--- config.mk ---
export PLATFORM = sky130hd
export DESIGN_NAME = gdsavg_div
export DESIGN_NICKNAME = d
export VERILOG_FILES = /design/src/sv/gdsavg_pkg.sv /design/src/sv/gdsavg_div.sv
export SDC_FILE = /design/constraint.sdc
export NUM_CORES = 1
export LEC_CHECK = 0
export BUFFER_PORTS_ARGS = -buffer_cell sky130_fd_sc_hd__clkbuf_2
export CORE_MARGIN = 2
export CORE_UTILIZATION = 52
export DETAILED_ROUTE_END_ITERATION = 10
export PLACE_DENSITY = 0.78
export SYNTH_ARGS = -nofsm -noshare
export SYNTH_HDL_FRONTEND = slang
export SYNTH_SLANG_ARGS = --single-unit
--- constraint.sdc ---
create_clock -name clock -period 2.3 [get_ports clock]
set_clock_uncertainty 0.15 [all_clocks]
set_input_delay 0.23 -clock clock [delete_from_list [all_inputs] [get_ports clock]]
set_output_delay 0.23 -clock clock [all_outputs]
set_load 0.05 [all_outputs]
--- src/sv/gdsavg_pkg.sv ---
package gdsavg_pkg;

   // Limits of the source frame and of the reduced image
   localparam int SRC_MAX_DIM = 1024;
   localparam int OUT_MAX_DIM = 128;

   // Field and register widths
   localparam int PIX_W     = 8;
   localparam int DIM_W     = 11;
   localparam int OUT_DIM_W = 8;
   localparam int POS_W     = 10;
   localparam int OUT_POS_W = 7;
   localparam int CSR_ADDR_W = 2;

   // Register indexes of the configuration port
   localparam logic [CSR_ADDR_W-1:0] REG_SRC_WIDTH  = 2'd0;
   localparam logic [CSR_ADDR_W-1:0] REG_SRC_HEIGHT = 2'd1;
   localparam logic [CSR_ADDR_W-1:0] REG_OUT_COLS   = 2'd2;
   localparam logic [CSR_ADDR_W-1:0] REG_OUT_ROWS   = 2'd3;

   // Register values after reset
   localparam logic [DIM_W-1:0]     RST_SRC_WIDTH  = 11'd80;
   localparam logic [DIM_W-1:0]     RST_SRC_HEIGHT = 11'd60;
   localparam logic [OUT_DIM_W-1:0] RST_OUT_COLS   = 8'd80;
   localparam logic [OUT_DIM_W-1:0] RST_OUT_ROWS   = 8'd60;

   // Division operand widths: index (7 bit) times source size (11 bit)
   localparam int PROD_W = 17;
   localparam int QUO_W  = 10;

   typedef struct packed {
      logic [PIX_W-1:0] pixel;
      logic             frame_start;
   } req_type;

   typedef struct packed {
      logic [OUT_POS_W-1:0] out_x;
      logic [OUT_POS_W-1:0] out_y;
      logic [PIX_W-1:0]     value;
      logic                 last;
   } rsp_type;

   // Source size clamped to 1..SRC_MAX_DIM
   function automatic logic [DIM_W-1:0] clamp_src(input logic [DIM_W-1:0] v);
      if (v == '0) begin
         return DIM_W'(1);
      end else if (v > DIM_W'(SRC_MAX_DIM)) begin
         return DIM_W'(SRC_MAX_DIM);
      end
      return v;
   endfunction

   // Output size clamped to 1..OUT_MAX_DIM
   function automatic logic [OUT_DIM_W-1:0] clamp_out(input logic [OUT_DIM_W-1:0] v);
      if (v == '0) begin
         return OUT_DIM_W'(1);
      end else if (v > OUT_DIM_W'(OUT_MAX_DIM)) begin
         return OUT_DIM_W'(OUT_MAX_DIM);
      end
      return v;
   endfunction

endpackage

--- src/sv/gdsavg_div.sv ---
// Restoring divider, one quotient bit per cycle. The quotient is known to fit
// in QUO_W bits, so the upper dividend bits seed the partial remainder.
module gdsavg_div (
   input  logic                             clock,
   input  logic                             reset,
   input  logic                             start,
   input  logic [gdsavg_pkg::PROD_W-1:0]    dividend,
   input  logic [gdsavg_pkg::OUT_DIM_W-1:0] divisor,
   output logic                             done,
   output logic [gdsavg_pkg::QUO_W-1:0]     quotient
);

   logic [gdsavg_pkg::OUT_DIM_W-1:0] rem_ff, rem_in;
   logic [gdsavg_pkg::OUT_DIM_W-1:0] div_ff, div_in;
   logic [gdsavg_pkg::QUO_W-1:0]     quo_ff, quo_in;
   logic [3:0]                       cnt_ff, cnt_in;
   logic                             done_ff, done_in;
   logic [gdsavg_pkg::OUT_DIM_W:0]   trial;

   assign trial = {rem_ff, quo_ff[gdsavg_pkg::QUO_W-1]};

   // Next state of the shift and subtract loop
   always_comb begin
      rem_in  = rem_ff;
      div_in  = div_ff;
      quo_in  = quo_ff;
      cnt_in  = cnt_ff;
      done_in = 1'b0;
      if (start) begin
         rem_in = gdsavg_pkg::OUT_DIM_W'(dividend[gdsavg_pkg::PROD_W-1:gdsavg_pkg::QUO_W]);
         quo_in = dividend[gdsavg_pkg::QUO_W-1:0];
         div_in = divisor;
         cnt_in = 4'(gdsavg_pkg::QUO_W);
      end else if (cnt_ff != '0) begin
         if (trial >= {1'b0, div_ff}) begin
            rem_in = gdsavg_pkg::OUT_DIM_W'(trial - {1'b0, div_ff});
            quo_in = {quo_ff[gdsavg_pkg::QUO_W-2:0], 1'b1};
         end else begin
            rem_in = trial[gdsavg_pkg::OUT_DIM_W-1:0];
            quo_in = {quo_ff[gdsavg_pkg::QUO_W-2:0], 1'b0};
         end
         cnt_in  = cnt_ff - 4'd1;
         done_in = (cnt_ff == 4'd1);
      end
   end

   always_ff @(posedge clock) begin
      if (reset) begin
         cnt_ff  <= '0;
         done_ff <= 1'b0;
      end else begin
         cnt_ff  <= cnt_in;
         done_ff <= done_in;
      end
   end

   always_ff @(posedge clock) begin
      rem_ff <= rem_in;
      div_ff <= div_in;
      quo_ff <= quo_in;
   end

   assign done     = done_ff;
   assign quotient = quo_ff;

endmodule

# == Word-level counts from Yosys, hierarchy flattened ==
# Index checks and enable logic that the tools add are counted.
# op_classes
multipliers,0
reduce_logical,4
muxes,8
add_sub_neg,2
n_bitwise,1
div_mod_pow,0
n_lt_le_gt_ge,1
n_eq_ne,1
n_shift,0
# ops
operator,n
$mux 10,2
$mux 7,2
$ge 9x8->1,1
$mux 4,2
$mux 8,1
$sub 8x8->8,1
$eq 4x1->1 const B,1
$reduce_bool 4->1,1
$sub 4x1->4 const B,1
$reduce_or 3->1,1
$reduce_bool 2->1,1
$reduce_or 2->1,1
$mux 1,1
$not 1->1,1
# word_totals
register_bits,31
memories,0
romBits,0
out_inout_bits,11
ram_bits,0
latchBits,0

# == Depth between registers and ports, before layout ==
# depth
ltp_word,4
mapped_depth,9
ltp_nobuf,9

# == Worst setup path before layout ==
# OpenSTA, ideal clock, no wires.
# synth_timing
kind,flip-flop to flip-flop
from,register quo_ff (netlist bit quotient[9])
to,register rem_ff[4] (netlist bit) (data pin)
setup_slack_ns,-0.166
t_arrival_ns,2.136
path_buffers,0
path_stages_with_launch,9
cell_sequence,edfxtp_1 inv_1 ha_1 fa_1 nor2b_1 o21a_1 nor3_1 or2_2 o311ai_1
# synth_via
elab_chain_cells,4
word_cells_on_any_way,5
cone_classes,add/sub: 1; order compare: 1; mux: 3
# synth_lines
element,line_no,rtl
start: declaration,gdsavg_div.sv:15,"logic [gdsavg_pkg::QUO_W-1:0] quo_ff, quo_in;"
start signal: assignment,gdsavg_div.sv:60,quo_ff <= quo_in;
$sub 8x8->8 / $ge 9x8->1 (equally long branches),"gdsavg_div.sv:36, gdsavg_div.sv:35",
$mux 8 *,gdsavg_div.sv:35,"if (trial >= {1'b0, div_ff}) begin"
$mux 7 *,gdsavg_div.sv:34,end else if (cnt_ff != '0) begin
$mux 7 *,gdsavg_div.sv:29,if (start) begin
"net rem_in, one bit",gdsavg_div.sv:13,"logic [gdsavg_pkg::OUT_DIM_W-1:0] rem_ff, rem_in;"
end signal: assignment,gdsavg_div.sv:58,rem_ff <= rem_in;
end: declaration,gdsavg_div.sv:13,
# Mark *: on every way through the listed nets, which the timed path passes. The rest lies on a longest branch. The select of a mux whose other input is x is not followed.
# A chain may end at the register's enable or synchronous reset.

# == Worst setup path in the final report ==
# layout_timing
from,register rem_ff[3] (netlist bit)
to,register rem_ff[1] (netlist bit) (data pin)
# layout_via
elab_chain_cells,4
# layout_lines
element,line_no
$ge 9x8->1,gdsavg_div.sv:35
$mux 8,gdsavg_div.sv:35
$mux 7,gdsavg_div.sv:34
$mux 7,gdsavg_div.sv:29
"net rem_in, one bit",gdsavg_div.sv:13
# The timed path passes the listed nets, and every way through them passes these cells. The select of a mux whose other input is x is not followed.

==> qor.yml <==
timing:
  rsz0062_at_grt: "false"
  worst_slew_pin_slew_ns: 0.535
  max_slew_margin_pct: 64.3
  fmax_mhz: 449
  fin_crit_sh_pct: 96.9
  hold_viol: 0
  post-route-min-period_ns: 2.23
  slew_viol_final: 0
  finalSetupViolations: 0
floorplanning:
  pin_count: 39
  rows: 20
  core_sq_mm: 0.00300
  fp.dieW_microns: 59.7
  initial_utilization_pct: 53.8
  dieArea_sq_mm: 0.00357
  dieHeight_microns: 59.7
clock_network:
  cts_buffer_depth: 2
  cts_sinks: 31
  cts.clk_slew.worst_paths_ns: 0.10
  root_buffer: "clkbuf_4"
  cts_buffers: 5
  htree_levels: 2
  insertion_delay_ns: 0.34
  cts_tree: "built"
pwr:
  clkPwrFrac_pct: 15.2
  seqPwrFrac_pct: 38.7
  p_comb_share_pct: 46.1
  p_sw_share_pct: 38.7
  irDropWorstVdd_v: 0.000667
  p_switching_w: 0.000824
  p_int_w: 0.00131
  p_leak_nw: 0.892
  p_per_area_mw_per_mm2: 1030
min_path:
  worstHoldPathType: "input port to register"
  whs_path_depth: 3
  min_to: "rem_ff[4]"
  hp-start: "dividend[14]"
setup_path:
  cp-end-kind: "register"
  worstPathRequired_ns: 2.25
  start_kind: "register"
  worstSetupPathType: "register to register"
  cp.arrival_ns: 2.18
  critPathMaxFanout: 7
  cpPeakStageDelay_ns: 0.43
  r2r_end: "rem_ff[1]"
  crit_slowest_cell: "edfxtp_1"
  rrSetupSlack_ns: 0.07
  r2r-start: "rem_ff[3]"
  path_cells: "ha_1 > a21o_1 > a31oi_1 > o21a_2 > mux2i_1 > mux2_2"
  reg2reg_depth: 6
detailed_routing:
  num_vias: 1244
  detailedRoute.firstPassIterationCount: 4
  wl_per_cell_microns: 15.0
  wl_mm: 3.44
  drc: 0
  first_iter_violations: 46
  drtAntennaViolNets: 0
  routed_via_density: 5.43
yosys:
  synth_flop_cell: "edfxtp_1"
  synth_top_area_share_pct: 46.5
  syn-instance-count: 137
  synthTopCellsByArea: "edfxtp_1 47%, mux2_2 7.7%, dfxtp_1 7.4%"
  synthesis.area_sq_mm: 0.00161
  synth_commonest_cells: "25 x edfxtp_1, 11 x a21oi_1, 11 x mux2_2"
  yosysMostFrequentCell: "edfxtp_1"
  seq_area_frac_synth_pct: 54.0
  synth_top_area_cell: "edfxtp_1"
  synth.avg_cell_area_sq_um: 11.8
  ys_async_sr_fraction_pct: 0
  synth.distinct_cells: 38
  synth-edff-count: 25
  yosysWarnings: 0
  ys_ff_latch: 31
  synth.net_count: 174
flow_run:
  drv_cap: 0
run_status:
  status: "complete, no violations"
grt:
  grt_overflow: 0
  grt_max_degree: 24
  gr-usage-all-layers_pct: 21.5
  antenna_found_initial: 0
  grt_pass1_wl_mm: 5.48
  grt_pass1_vias: 1223
finish:
  finish.utilization_pct: 69.0
  nNetsFinal: 232
  antennaDiodeCount: 0
  final.fill_count: 220
  final_cells: 229
  syn2layout_area_growth_pct: 28.4
  drive_gt1_share_pct: 37.8
place:
  dp_hpwl_mm: 2.51
  dp.cells: 212
  place.port_buffers: 38
  globalplace.congestion: 0.815
-- through the flow --
stage / power [W] / instance area, sq um / TNS (ns) / worst slack (ns) / hold slack (ns)
2_1_floorplan: 0.00151 / 1630 / -0.0503 / -0.0458 / 0.149
3_3_place_gp: 0.00172 / 1900 / -0.116 / -0.0502 / 0.257
3_5_place_dp: 0.00176 / 1900 / -0.236 / -0.0852 / 0.259
4_1_cts: 0.00212 / 2060 / 0 / 0.0391 / 0.0141
5_1_grt: 0.00226 / 2070 / 0 / 0.00236 / 0.00885
6_report: 0.00213 / 2070 / 0 / 0.0709 / 0.0292
-- cell type report --
cell class / instances / area (sq um) / area share [%]
Inverter: 10 / 37.5 / 1.81
Timing Repair Buffer: 55 / 340 / 16.4
Sequential cell: 31 / 871 / 42.0
Clock inverter: 3 / 20.0 / 0.966
Clock buffer: 5 / 37.5 / 1.81
Multi-Input combinational cell: 92 / 724 / 35.0
Tap cell: 33 / 41.3 / 1.99
-- worst max-delay path, delay by kind of cell (launching register included) --
kind / cells / cell delay (ns)
mux: 2 / 0.36
fa+ha+maj: 1 / 0.36
compound gates: 3 / 0.69
flops: 1 / 0.43
-- registers in the layout, summed over array words and instances (netlist names) --
| name | flops |
|---|---|
| quotient | 10 |
| div_ff | 8 |
| rem_ff | 8 |
| cnt_ff | 4 |
| done | 1 |
-- worst max path at each step --
stage                            from        end  cells after the start
after floorplan           quotient[9]  rem_ff[4]                      8
after global placement      rem_ff[1]  rem_ff[1]                      7
after detailed placement    rem_ff[1]  rem_ff[1]                      7
after CTS                   rem_ff[5]  rem_ff[1]                      7
after global routing        rem_ff[1]  rem_ff[5]                      7
final                       rem_ff[3]  rem_ff[1]                      6
-- routing by layer --
metal  track usage (%)  share of wire, %  vias up
li1                  -                 -      633
met1              27.0                43      567
met2              33.4                49       39
met3              7.58               5.9        5
met4              9.52               1.7        0
met5                 0                 0        -
-- cells by family after synthesis --
| kind of cell | count (synthesis) | synth area share, % |
|---|---|---|
| compound gates | 36 | 14.7 |
| simple gates | 32 | 10.5 |
| flops | 31 | 54.0 |
| buf+inv | 14 | 3.49 |
| mux | 13 | 8.91 |
| fa+ha+maj | 9 | 7.44 |
| xor+xnor | 2 | 1.09 |
-- what timing repair did --
item | in CTS | in global routing
cloned | 0 | 0
hold buffers | 9 | 0
hold endpoints to repair | 12 | 0
buffers inserted | 0 | 0
setup endpoints to repair | 5 | 3
gates resized for setup | 2 | 2
pin swaps | 1 | 1
-- layout by cell type, fill, tap and decap left out, drive strengths merged, types with 5 or more instances in the layout --
cell	netlist	final
dfxtp	6	6
nor2b	6	6
ha	8	8
mux2	11	11
a21oi	12	12
inv	10	10
o21ai	5	5
dlygate4sd3	0	9
clkbuf	3	43
nor2	6	6
buf	1	8
edfxtp	25	25
nand2	6	6
o21a	5	5
-- power by group through the flow --
stage	sequential, W	combinational, W	clock, W
global route	0.000836	0.00107	0.000358
floorplan	0.000917	0.000597	0
global placement	0.000825	0.000891	0
finish	0.000825	0.000982	0.000323
detailed placement	0.000831	0.000929	0
CTS	0.000823	0.000963	0.000332
Power figures use the tool's default switching activity.
